--- src/hw/rtl/sfcaf_pkg.sv ---
// ----------------------------------------------------------------------------
// sfcaf_pkg
// Types and constants for the serial frame CRC and address filter.
// ----------------------------------------------------------------------------
`default_nettype none

package sfcaf_pkg;

    localparam logic [15:0] CRC_POLY = 16'hA001;
    localparam logic [15:0] CRC_INIT = 16'hFFFF;

    localparam logic [7:0] BROADCAST_ADDR = 8'd0;

    localparam int CFG_INDEX_W = 2;
    localparam logic [CFG_INDEX_W-1:0] CFG_STATION_ADDRESS      = 2'd0;
    localparam logic [CFG_INDEX_W-1:0] CFG_DEFAULT_ADDRESS_EN   = 2'd1;
    localparam logic [CFG_INDEX_W-1:0] CFG_DEFAULT_ADDRESS      = 2'd2;
    localparam logic [CFG_INDEX_W-1:0] CFG_LISTEN_ONLY          = 2'd3;

    localparam logic [7:0] RST_STATION_ADDRESS    = 8'd1;
    localparam logic       RST_DEFAULT_ADDRESS_EN = 1'b0;
    localparam logic [7:0] RST_DEFAULT_ADDRESS    = 8'd248;
    localparam logic       RST_LISTEN_ONLY        = 1'b0;

    localparam logic [2:0] VERDICT_BAD_LENGTH    = 3'd0;
    localparam logic [2:0] VERDICT_CRC_ERROR     = 3'd1;
    localparam logic [2:0] VERDICT_NOT_ADDRESSED = 3'd2;
    localparam logic [2:0] VERDICT_OWN           = 3'd3;
    localparam logic [2:0] VERDICT_BROADCAST     = 3'd4;
    localparam logic [2:0] VERDICT_DEFAULT       = 3'd5;

    localparam int FLAG_COMM_ERROR = 0;
    localparam int FLAG_LISTEN     = 1;
    localparam int FLAG_BROADCAST  = 2;

    typedef struct packed {
        logic [7:0] rx_byte;
        logic       end_of_frame;
    } in_item_t;

    typedef struct packed {
        logic [2:0]  verdict;
        logic [7:0]  frame_address;
        logic [8:0]  frame_length;
        logic [2:0]  event_flags;
        logic        log_event;
        logic [15:0] message_count;
        logic [15:0] crc_error_count;
    } out_item_t;

    typedef struct packed {
        logic [7:0] station_address;
        logic       default_address_enable;
        logic [7:0] default_address;
        logic       listen_only;
    } cfg_t;

endpackage

`default_nettype wire

--- src/hw/rtl/serial_frame_crc_address_filter_unit.sv ---
// ----------------------------------------------------------------------------
// serial_frame_crc_address_filter_unit
// Receive-side frame check: CRC-16 residue, length and address filtering.
// ----------------------------------------------------------------------------
// Usage:
//   in_data carries one frame byte per transaction; end_of_frame marks the
//   last byte. One byte is taken per cycle while in_stall is low; the
//   byte-wide CRC update and the verdict logic sit between the frame state
//   registers and the result register, so the rate is one transaction
//   per cycle. Each end-of-frame transaction yields one out_data
//   transaction from the result register; other bytes yield none.
//   A result register plus one skid register part the two channels: while
//   out_stall holds, input continues until the skid register fills, then
//   in_stall rises (registered) until the receiver takes a result.
//   Configuration writes (cfg_write, cfg_index, cfg_data) take effect at the
//   next edge and belong to idle periods only.
//   Reset clears the CRC to 0xFFFF, the length, address and both counters,
//   empties the result side and loads the register reset values.
// ----------------------------------------------------------------------------
`default_nettype none

module serial_frame_crc_address_filter_unit
#(
    parameter int MAX_FRAME_BYTES = 256,
    parameter int MIN_FRAME_BYTES = 4
)
(
    input  wire logic                                clk,
    input  wire logic                                rst_n,
    input  wire logic                                in_valid,
    output logic                                     in_stall,
    input  wire sfcaf_pkg::in_item_t                 in_data,
    output logic                                     out_valid,
    input  wire logic                                out_stall,
    output sfcaf_pkg::out_item_t                     out_data,
    input  wire logic                                cfg_write,
    input  wire logic [sfcaf_pkg::CFG_INDEX_W-1:0]   cfg_index,
    input  wire logic [7:0]                          cfg_data
);

    sfcaf_pkg::cfg_t      cfg_reg, cfg_next;
    logic                 accept;
    logic                 res_valid;
    sfcaf_pkg::out_item_t res;

    logic                 out_valid_reg,  out_valid_next;
    sfcaf_pkg::out_item_t out_data_reg,   out_data_next;
    logic                 skid_valid_reg, skid_valid_next;
    sfcaf_pkg::out_item_t skid_data_reg,  skid_data_next;
    logic                 out_take;

    assign in_stall  = skid_valid_reg;
    assign accept    = in_valid && !skid_valid_reg;
    assign out_valid = out_valid_reg;
    assign out_data  = out_data_reg;
    assign out_take  = out_valid_reg && !out_stall;

    sfcaf_frame_check
    #(
        .MAX_FRAME_BYTES (MAX_FRAME_BYTES),
        .MIN_FRAME_BYTES (MIN_FRAME_BYTES)
    )
    u_check
    (
        .clk          (clk),
        .rst_n        (rst_n),
        .accept       (accept),
        .item         (in_data),
        .cfg          (cfg_reg),
        .result_valid (res_valid),
        .result       (res)
    );

    always_comb
    begin
        cfg_next = cfg_reg;
        if (cfg_write)
        begin
            unique case (cfg_index)
                sfcaf_pkg::CFG_STATION_ADDRESS:    cfg_next.station_address        = cfg_data;
                sfcaf_pkg::CFG_DEFAULT_ADDRESS_EN: cfg_next.default_address_enable = cfg_data[0];
                sfcaf_pkg::CFG_DEFAULT_ADDRESS:    cfg_next.default_address        = cfg_data;
                sfcaf_pkg::CFG_LISTEN_ONLY:        cfg_next.listen_only            = cfg_data[0];
                default:                           cfg_next = cfg_reg;
            endcase
        end
    end

    always_comb
    begin
        out_valid_next  = out_valid_reg;
        out_data_next   = out_data_reg;
        skid_valid_next = skid_valid_reg;
        skid_data_next  = skid_data_reg;
        if (skid_valid_reg)
        begin
            if (out_take)
            begin
                out_data_next   = skid_data_reg;
                skid_valid_next = 1'b0;
            end
        end
        else if (res_valid)
        begin
            if (!out_valid_reg || out_take)
            begin
                out_valid_next = 1'b1;
                out_data_next  = res;
            end
            else
            begin
                skid_valid_next = 1'b1;
                skid_data_next  = res;
            end
        end
        else if (out_take)
        begin
            out_valid_next = 1'b0;
        end
    end

    always_ff @(posedge clk or negedge rst_n)
    begin
        if (!rst_n)
        begin
            cfg_reg.station_address        <= sfcaf_pkg::RST_STATION_ADDRESS;
            cfg_reg.default_address_enable <= sfcaf_pkg::RST_DEFAULT_ADDRESS_EN;
            cfg_reg.default_address        <= sfcaf_pkg::RST_DEFAULT_ADDRESS;
            cfg_reg.listen_only            <= sfcaf_pkg::RST_LISTEN_ONLY;
            out_valid_reg                  <= 1'b0;
            skid_valid_reg                 <= 1'b0;
        end
        else
        begin
            cfg_reg        <= cfg_next;
            out_valid_reg  <= out_valid_next;
            skid_valid_reg <= skid_valid_next;
        end
    end

    always_ff @(posedge clk)
    begin
        out_data_reg  <= out_data_next;
        skid_data_reg <= skid_data_next;
    end

endmodule

`default_nettype wire

--- src/hw/rtl/sfcaf_crc_byte.sv ---
// ----------------------------------------------------------------------------
// sfcaf_crc_byte
// One-byte update of the reflected CRC-16, all eight bit steps combinational.
// ----------------------------------------------------------------------------
`default_nettype none

module sfcaf_crc_byte
(
    input  wire logic [15:0] crc,
    input  wire logic [7:0]  data,
    output logic      [15:0] crc_out
);

    always_comb
    begin
        logic [15:0] c;
        c = crc ^ {8'h00, data};
        for (int i = 0; i < 8; i++)
        begin
            if (c[0])
            begin
                c = (c >> 1) ^ sfcaf_pkg::CRC_POLY;
            end
            else
            begin
                c = c >> 1;
            end
        end
        crc_out = c;
    end

endmodule

`default_nettype wire

--- src/hw/rtl/sfcaf_frame_check.sv ---
// ----------------------------------------------------------------------------
// sfcaf_frame_check
// Frame state (CRC, length, address, bus counters) and end-of-frame verdict.
// ----------------------------------------------------------------------------
`default_nettype none

module sfcaf_frame_check
#(
    parameter int MAX_FRAME_BYTES = 256,
    parameter int MIN_FRAME_BYTES = 4
)
(
    input  wire logic                 clk,
    input  wire logic                 rst_n,
    input  wire logic                 accept,
    input  wire sfcaf_pkg::in_item_t  item,
    input  wire sfcaf_pkg::cfg_t      cfg,
    output logic                      result_valid,
    output sfcaf_pkg::out_item_t      result
);

    localparam int CNT_W = $clog2(MAX_FRAME_BYTES + 2);
    localparam logic [CNT_W-1:0] CNT_SAT = CNT_W'(MAX_FRAME_BYTES + 1);
    localparam logic [CNT_W-1:0] CNT_MAX = CNT_W'(MAX_FRAME_BYTES);
    localparam logic [CNT_W-1:0] CNT_MIN = CNT_W'(MIN_FRAME_BYTES);

    logic [15:0]      crc_reg,   crc_next;
    logic [CNT_W-1:0] count_reg, count_next;
    logic [7:0]       first_reg, first_next;
    logic [15:0]      msg_reg,   msg_next;
    logic [15:0]      err_reg,   err_next;

    logic [15:0]      crc_upd;
    logic [CNT_W-1:0] len;
    logic [7:0]       addr;
    logic             bad_len;
    logic             crc_bad;
    logic [2:0]       verdict;
    logic [2:0]       flags;

    sfcaf_crc_byte u_crc
    (
        .crc     (crc_reg),
        .data    (item.rx_byte),
        .crc_out (crc_upd)
    );

    always_comb
    begin
        len     = (count_reg < CNT_SAT) ? count_reg + CNT_W'(1) : count_reg;
        addr    = (count_reg == '0) ? item.rx_byte : first_reg;
        bad_len = (len < CNT_MIN) || (len > CNT_MAX);
        crc_bad = (crc_upd != 16'h0000);

        flags = 3'b000;
        if (bad_len)
        begin
            verdict = sfcaf_pkg::VERDICT_BAD_LENGTH;
        end
        else
        begin
            flags[sfcaf_pkg::FLAG_LISTEN] = cfg.listen_only;
            priority if (crc_bad)
            begin
                flags[sfcaf_pkg::FLAG_COMM_ERROR] = 1'b1;
                verdict = sfcaf_pkg::VERDICT_CRC_ERROR;
            end
            else if (addr == sfcaf_pkg::BROADCAST_ADDR)
            begin
                flags[sfcaf_pkg::FLAG_BROADCAST] = 1'b1;
                verdict = sfcaf_pkg::VERDICT_BROADCAST;
            end
            else if (addr == cfg.station_address)
            begin
                verdict = sfcaf_pkg::VERDICT_OWN;
            end
            else if (cfg.default_address_enable && addr == cfg.default_address)
            begin
                verdict = sfcaf_pkg::VERDICT_DEFAULT;
            end
            else
            begin
                verdict = sfcaf_pkg::VERDICT_NOT_ADDRESSED;
            end
        end

        msg_next = msg_reg;
        err_next = err_reg;
        if (accept && item.end_of_frame && !bad_len)
        begin
            msg_next = msg_reg + 16'd1;
            if (crc_bad)
            begin
                err_next = err_reg + 16'd1;
            end
        end

        crc_next   = crc_reg;
        count_next = count_reg;
        first_next = first_reg;
        if (accept)
        begin
            if (item.end_of_frame)
            begin
                crc_next   = sfcaf_pkg::CRC_INIT;
                count_next = '0;
                first_next = 8'h00;
            end
            else
            begin
                crc_next   = crc_upd;
                count_next = len;
                first_next = addr;
            end
        end
    end

    always_comb
    begin
        result_valid           = accept && item.end_of_frame;
        result.verdict         = verdict;
        result.frame_address   = addr;
        result.frame_length    = 9'(len);
        result.event_flags     = flags;
        result.log_event       = (flags != 3'b000);
        result.message_count   = msg_next;
        result.crc_error_count = err_next;
    end

    always_ff @(posedge clk or negedge rst_n)
    begin
        if (!rst_n)
        begin
            crc_reg   <= sfcaf_pkg::CRC_INIT;
            count_reg <= '0;
            first_reg <= 8'h00;
            msg_reg   <= 16'h0000;
            err_reg   <= 16'h0000;
        end
        else
        begin
            crc_reg   <= crc_next;
            count_reg <= count_next;
            first_reg <= first_next;
            msg_reg   <= msg_next;
            err_reg   <= err_next;
        end
    end

endmodule

`default_nettype wire

--- config.mk ---
export PLATFORM = sky130hd
export DESIGN_NAME = serial_frame_crc_address_filter_unit
export DESIGN_NICKNAME = d
export VERILOG_FILES = /design/src/hw/rtl/sfcaf_pkg.sv /design/src/hw/rtl/serial_frame_crc_address_filter_unit.sv /design/src/hw/rtl/sfcaf_crc_byte.sv /design/src/hw/rtl/sfcaf_frame_check.sv
export SDC_FILE = /design/constraint.sdc
export NUM_CORES = 1
export LEC_CHECK = 0
export ABC_AREA = 1
export BUFFER_PORTS_ARGS = -buffer_cell sky130_fd_sc_hd__buf_2
export CORE_MARGIN = 2
export CORE_UTILIZATION = 40
export CTS_CLUSTER_SIZE = 25
export DETAILED_ROUTE_END_ITERATION = 6
export PLACE_DENSITY = 0.65
export SLEW_MARGIN = 20
export SYNTH_ARGS = -nofsm -noshare
export SYNTH_HDL_FRONTEND = slang
export SYNTH_SLANG_ARGS = --single-unit
--- constraint.sdc ---
create_clock -name clk -period 6 [get_ports clk]
set_input_delay 0.6 -clock clk [delete_from_list [all_inputs] [get_ports clk]]
set_output_delay 0.6 -clock clk [all_outputs]
set_load 0.03 [all_outputs]
After elaboration in Yosys (flattened, before gate mapping)
Index checks and enable logic that the tools add are counted.
- output and inout bits: 58
- logic and storage cells: 111
- flip-flop bits (word level): 197
- input bits: 24
- reduce and logical (&&, ||, !) cells: 26
- $add $sub $neg: 3
- bitwise logic cells: 11
- mux-type cells: 36
- $lt $le $gt $ge: 3
- eq/ne operators: 7
- operators with widths (cell ; number):
    two-way mux 56 bit ; 4
    two-way mux 16 bit ; 12
    adder 16 x 1 -> 16 bit (second input constant) ; 2
    NOT 2 -> 3 bit ; 8
    two-way mux 3 bit ; 6
    two-way mux 9 bit ; 2
    == test 8 bit ; 2
    two-way mux 8 bit ; 2
    nonzero test 16 bit ; 1
    bitwise XOR 16 x 8 -> 16 bit ; 1
    two-way mux 1 bit ; 10
    adder 9 x 1 -> 9 bit (second input constant) ; 1
    greater-than comparator 9 bit (second input constant) ; 1
    logical NOT 9 bit ; 1
    < comparator 9 x 3 -> 1 bit (second input constant) ; 1
    < comparator 9 bit (second input constant) ; 1
    AND reduction 3 bit ; 3
    logical NOT 8 bit ; 1
    AND reduction 2 bit ; 4
    nonzero test 2 bit ; 3
    logical AND 1 bit ; 5
    == test 2 bit (second input constant) ; 2
    logical NOT 1 bit ; 4
    inequality test 2 x 1 -> 1 bit (second input constant) ; 2
    other kinds (5) ; 7

Logic depth before layout (Yosys ltp)
- word-level depth: 24
- gate-level depth with buffers: 21

Cells and area by module
From an unflattened synthesis, not the netlist that was laid out.
- cells, all modules: 1086
- area, all modules: 9665.5 sq um
- by module, submodules not included (module ; cells each ; times used ; area an instance (sq um)):
    serial_frame_crc_address_filter_unit ; 391 ; 1 ; 4966.0
    sfcaf_frame_check ; 630 ; 1 ; 4254.1
    sfcaf_crc_byte ; 65 ; 1 ; 445.4

Worst setup path before layout
Ideal clock, no wire load.
- kind: register to register
- start point: register skid_valid_reg, in the netlist in_stall
- end point: register out_data_reg, in the netlist out_data[0], enable pin
- buffers on the path: 1
- required time: 5.512 ns
- clock period less this slack: 4.666 ns
- cell stages (with the launch flop): 9
- arrival: 4.178 ns
- slack: 1.334 ns
- cell sequence: dfrtp_1 clkbuf_1 inv_1 nand2_1 nor2_1 inv_1 o21ai_0 inv_1 a21oi_1
- cells in the longest elaborated chain, start to end: 5
- ends and longest elaborated chain (element ; line ; RTL):
    from (decl) ; serial_frame_crc_address_filter_unit.sv:48 ; logic skid_valid_reg, skid_valid_next;
    from (signal assigned) ; serial_frame_crc_address_filter_unit.sv:137 ; skid_valid_reg <= skid_valid_next;
    logical NOT 1 bit ; serial_frame_crc_address_filter_unit.sv:53 ; assign accept = in_valid && !skid_valid_reg;
    logical AND 1 bit ; serial_frame_crc_address_filter_unit.sv:53 ;
    logical AND 1 bit ; sfcaf_frame_check.sv:120 ; result_valid = accept && item.end_of_frame;
    nonzero test 2 bit (no source line) ; n/a ;
    AND reduction 3 bit (no source line) (*) ; n/a ;
    to (signal assigned) ; serial_frame_crc_address_filter_unit.sv:143 ; out_data_reg <= out_data_next;
    to (decl) ; serial_frame_crc_address_filter_unit.sv:47 ; sfcaf_pkg::out_item_t out_data_reg, out_data_next;
Mark *: on every way between the ends. The rest lies on a longest branch, timed or not.
A chain may end at the register's enable or synchronous reset.

==> results.ini <==
[setup_path]
path_max_fanout = 17
cp_top_family = XOR/XNOR gates
crit_type = flop to flop
crit_path_top_delay_cell = dfstp_2
cp-end-kind = flop
crit_chain = xor2_1 > xnor2_1 > xor2_1 > xnor2_1 > inv_1 > ha_1 > xnor2_1 > nand4_1 > nor2_1 > buf_4 > nand2_2 > nand2_1 > nand2_1 > nand3_1 > nand2_1 > nand2_1 > nand2_1
cp-start-kind = flop
path_common_cell = nand2_1
arrival_ns = 3.85
critical_path.n_buffers_inverters = 2
cp_slowest_stage_delay_ns = 0.54
cp_data_required_time_ns = 6.19

[logic_synthesis]
syn-instance-count = 1070
synthDistinctLibCells = 42
async_flop_share = 0.431
synth_seq_cells = 197
synthMuxAreaShare = 0
syn_area_per_cell_um2 = 9.07
synth_top_family_by_area = simple AND/OR/NAND/NOR gates
yosys_warnings = 0
yosys.area.top_type = edfxtp_1
netlist_top_cells_area = edfxtp_1, dfrtp_1, nand2_1, dfstp_2, nand3_1
synthAdderAreaFrac = 0.00645
yosysMostFrequentCell = nand2_1
synth_common_cells = nand2_1, inv_1, edfxtp_1
ys.flop_type = edfxtp_1
synthesis.nets = 1099
synth_edf_count = 112
synth_top_area_share = 0.347
synthXorXnorAreaFrac = 0.0414
synth-simple-area-share = 0.262
netlist_area_mm2 = 0.00970
synth-seq-area-share = 0.569
synth_compound_area_frac = 0.0535

[floorplanning]
initial_utilization = 0.404
die_height_um = 160
rows = 57
die_w_um = 160
core_region_area_mm2 = 0.0240
ios = 82
dieArea_mm2 = 0.0255

[final_layout]
nets = 1171
diodes = 0
stdcell_count = 1479
n_fill_cell = 2325
drive_gt1_frac = 0.166
area_delta_synth_final_pct = 13.4

[clocking]
cts_made_buffers = 17
clkTransAtPathRegs_ns = 0.08
postCtsSetupBuffers = 0
htree_levels = 4
clockBufferDepth = 2
cts.sinks = 197
clockRootBuffer = clkbuf_16
cts-resized-gates = 0
cts_tree = done
clock_latency_ns = 0.45
cts_hold_buf = 0

[placed_design]
port_buffers = 81
placed_cells = 1447
gp_congestion = 0.905
place_hpwl_mm = 14.9

[grt]
grt_pass1_vias = 6899
grt_max_degree = 79
antenna_found_initial = 0
grt_pass1_wl_mm = 36.2
grt-ovfl-total = 0
grt_util_all_layers = 0.178

[drt]
firstDrtPassIters = 6
avgViaCountPerCell = 4.88
vias = 7216
wire_per_inst_um = 14.8
ant_nets = 0
route.detailed.drc = 0
drt_iter0_drc = 634
routed_wl_mm = 21.9

[min_path]
hold_path.class = input pin to asynchronous set/reset pin

[timing]
max_freq_mhz = 273
slew_headroom = 0.324
finClkSkew_ns = 0.0157
period_minus_slack_ns = 3.66
drv_slew = 0
period_share = 0.611
finalSetupViolCount = 0
fin_setup_tns_ns = 0
hold_slack_ns = 0.154
hold_viol = 0
rsz0062_at_grt = no
worst_pin_slew_ns = 1.01

[power_and_ir_drop]
leakagePower_nw = 4.95
power_density_mw_per_mm2 = 454
irDropWorstVdd_mv = 0.190
p_total_w = 0.00500

[flow_run]
maxCapViolations = 0

[status]
status = finished clean

## cells by family after synthesis
| kind of cell | after synthesis |
|---|---|
| AO/OA/AOI/OAI | 89 |
| XOR/XNOR | 45 |
| adder cells (fa/ha/maj) | 5 |
| buffers and inverters | 158 |
| flip-flops | 197 |
| AND/OR/NAND/NOR | 576 |
## cell type report
cell class,instances,area (um2),share of cell area
Clock buffer,17,425,0.0387
Clock inverter,15,189,0.0172
Inverter,123,462,0.0420
Multi-Input combinational cell,715,3540,0.322
Sequential cell,197,5520,0.501
Tap cell,324,405,0.0368
Timing Repair Buffer,88,460,0.0418
## metrics by stage
stage          instance area, um2   util  setup WS (ns)
3_5_place_dp                10400  0.432           2.18
2_1_floorplan                9700      -           1.33
4_1_cts                     11000  0.458           2.37
3_3_place_gp                10400  0.432           2.32
5_1_grt                     11000  0.458           1.97
6_report                    11000  0.458           2.34
## cell usage in the layout (no fill, tap or decap), types with 9 or more instances in the layout
cell type / count
buf_2: 80
clkbuf_16: 17
dfrtp_1: 62
dfstp_2: 22
edfxtp_1: 112
inv_1: 120
nand2_1: 352
nand2_2: 21
nand3_1: 91
nand3_2: 13
nand4_1: 10
nor2_1: 52
nor3_1: 10
nor4_1: 9
o21ai_0: 44
o22ai_1: 24
xnor2_1: 13
xor2_1: 31
## per-layer routing
layer,wire length (um),GRT usage
met4,323,0.0595
met2,9870,0.277
met1,10700,0.253
met5,0,0
met3,1040,0.0325
## path summary, 6_finish.rpt
check	start	endpoint	slack, ns	depth (start not counted)
min reg2reg	cfg_reg[5]$_DFFE_PN1P_	cfg_reg[5]$_DFFE_PN1P_	0.51	2
max	u_check.crc_reg[3]$_DFFE_PN1P_	out_data[5]$_DFFE_PP_	2.34	17
min in group clk	cfg_data[6]	cfg_reg[7]$_DFFE_PN1P_	0.38	3
max reg2reg	u_check.crc_reg[3]$_DFFE_PN1P_	out_data[5]$_DFFE_PP_	2.34	17
max in group asynchronous	rst_n	u_check.first_reg[2]$_DFFE_PN0P_	4.82	2
min	rst_n	u_check.msg_reg[6]$_DFF_PN0_	0.15	1
## where the power goes
group	internal [W]	total (W)	switching (W)
combinational	0.000498	0.00182	0.00133
sequential	0.00184	0.00198	0.000142
clock	0.000635	0.00119	0.000558
total	0.00297	0.00500	0.00203
No activity file was read; power rests on OpenSTA's default activity.
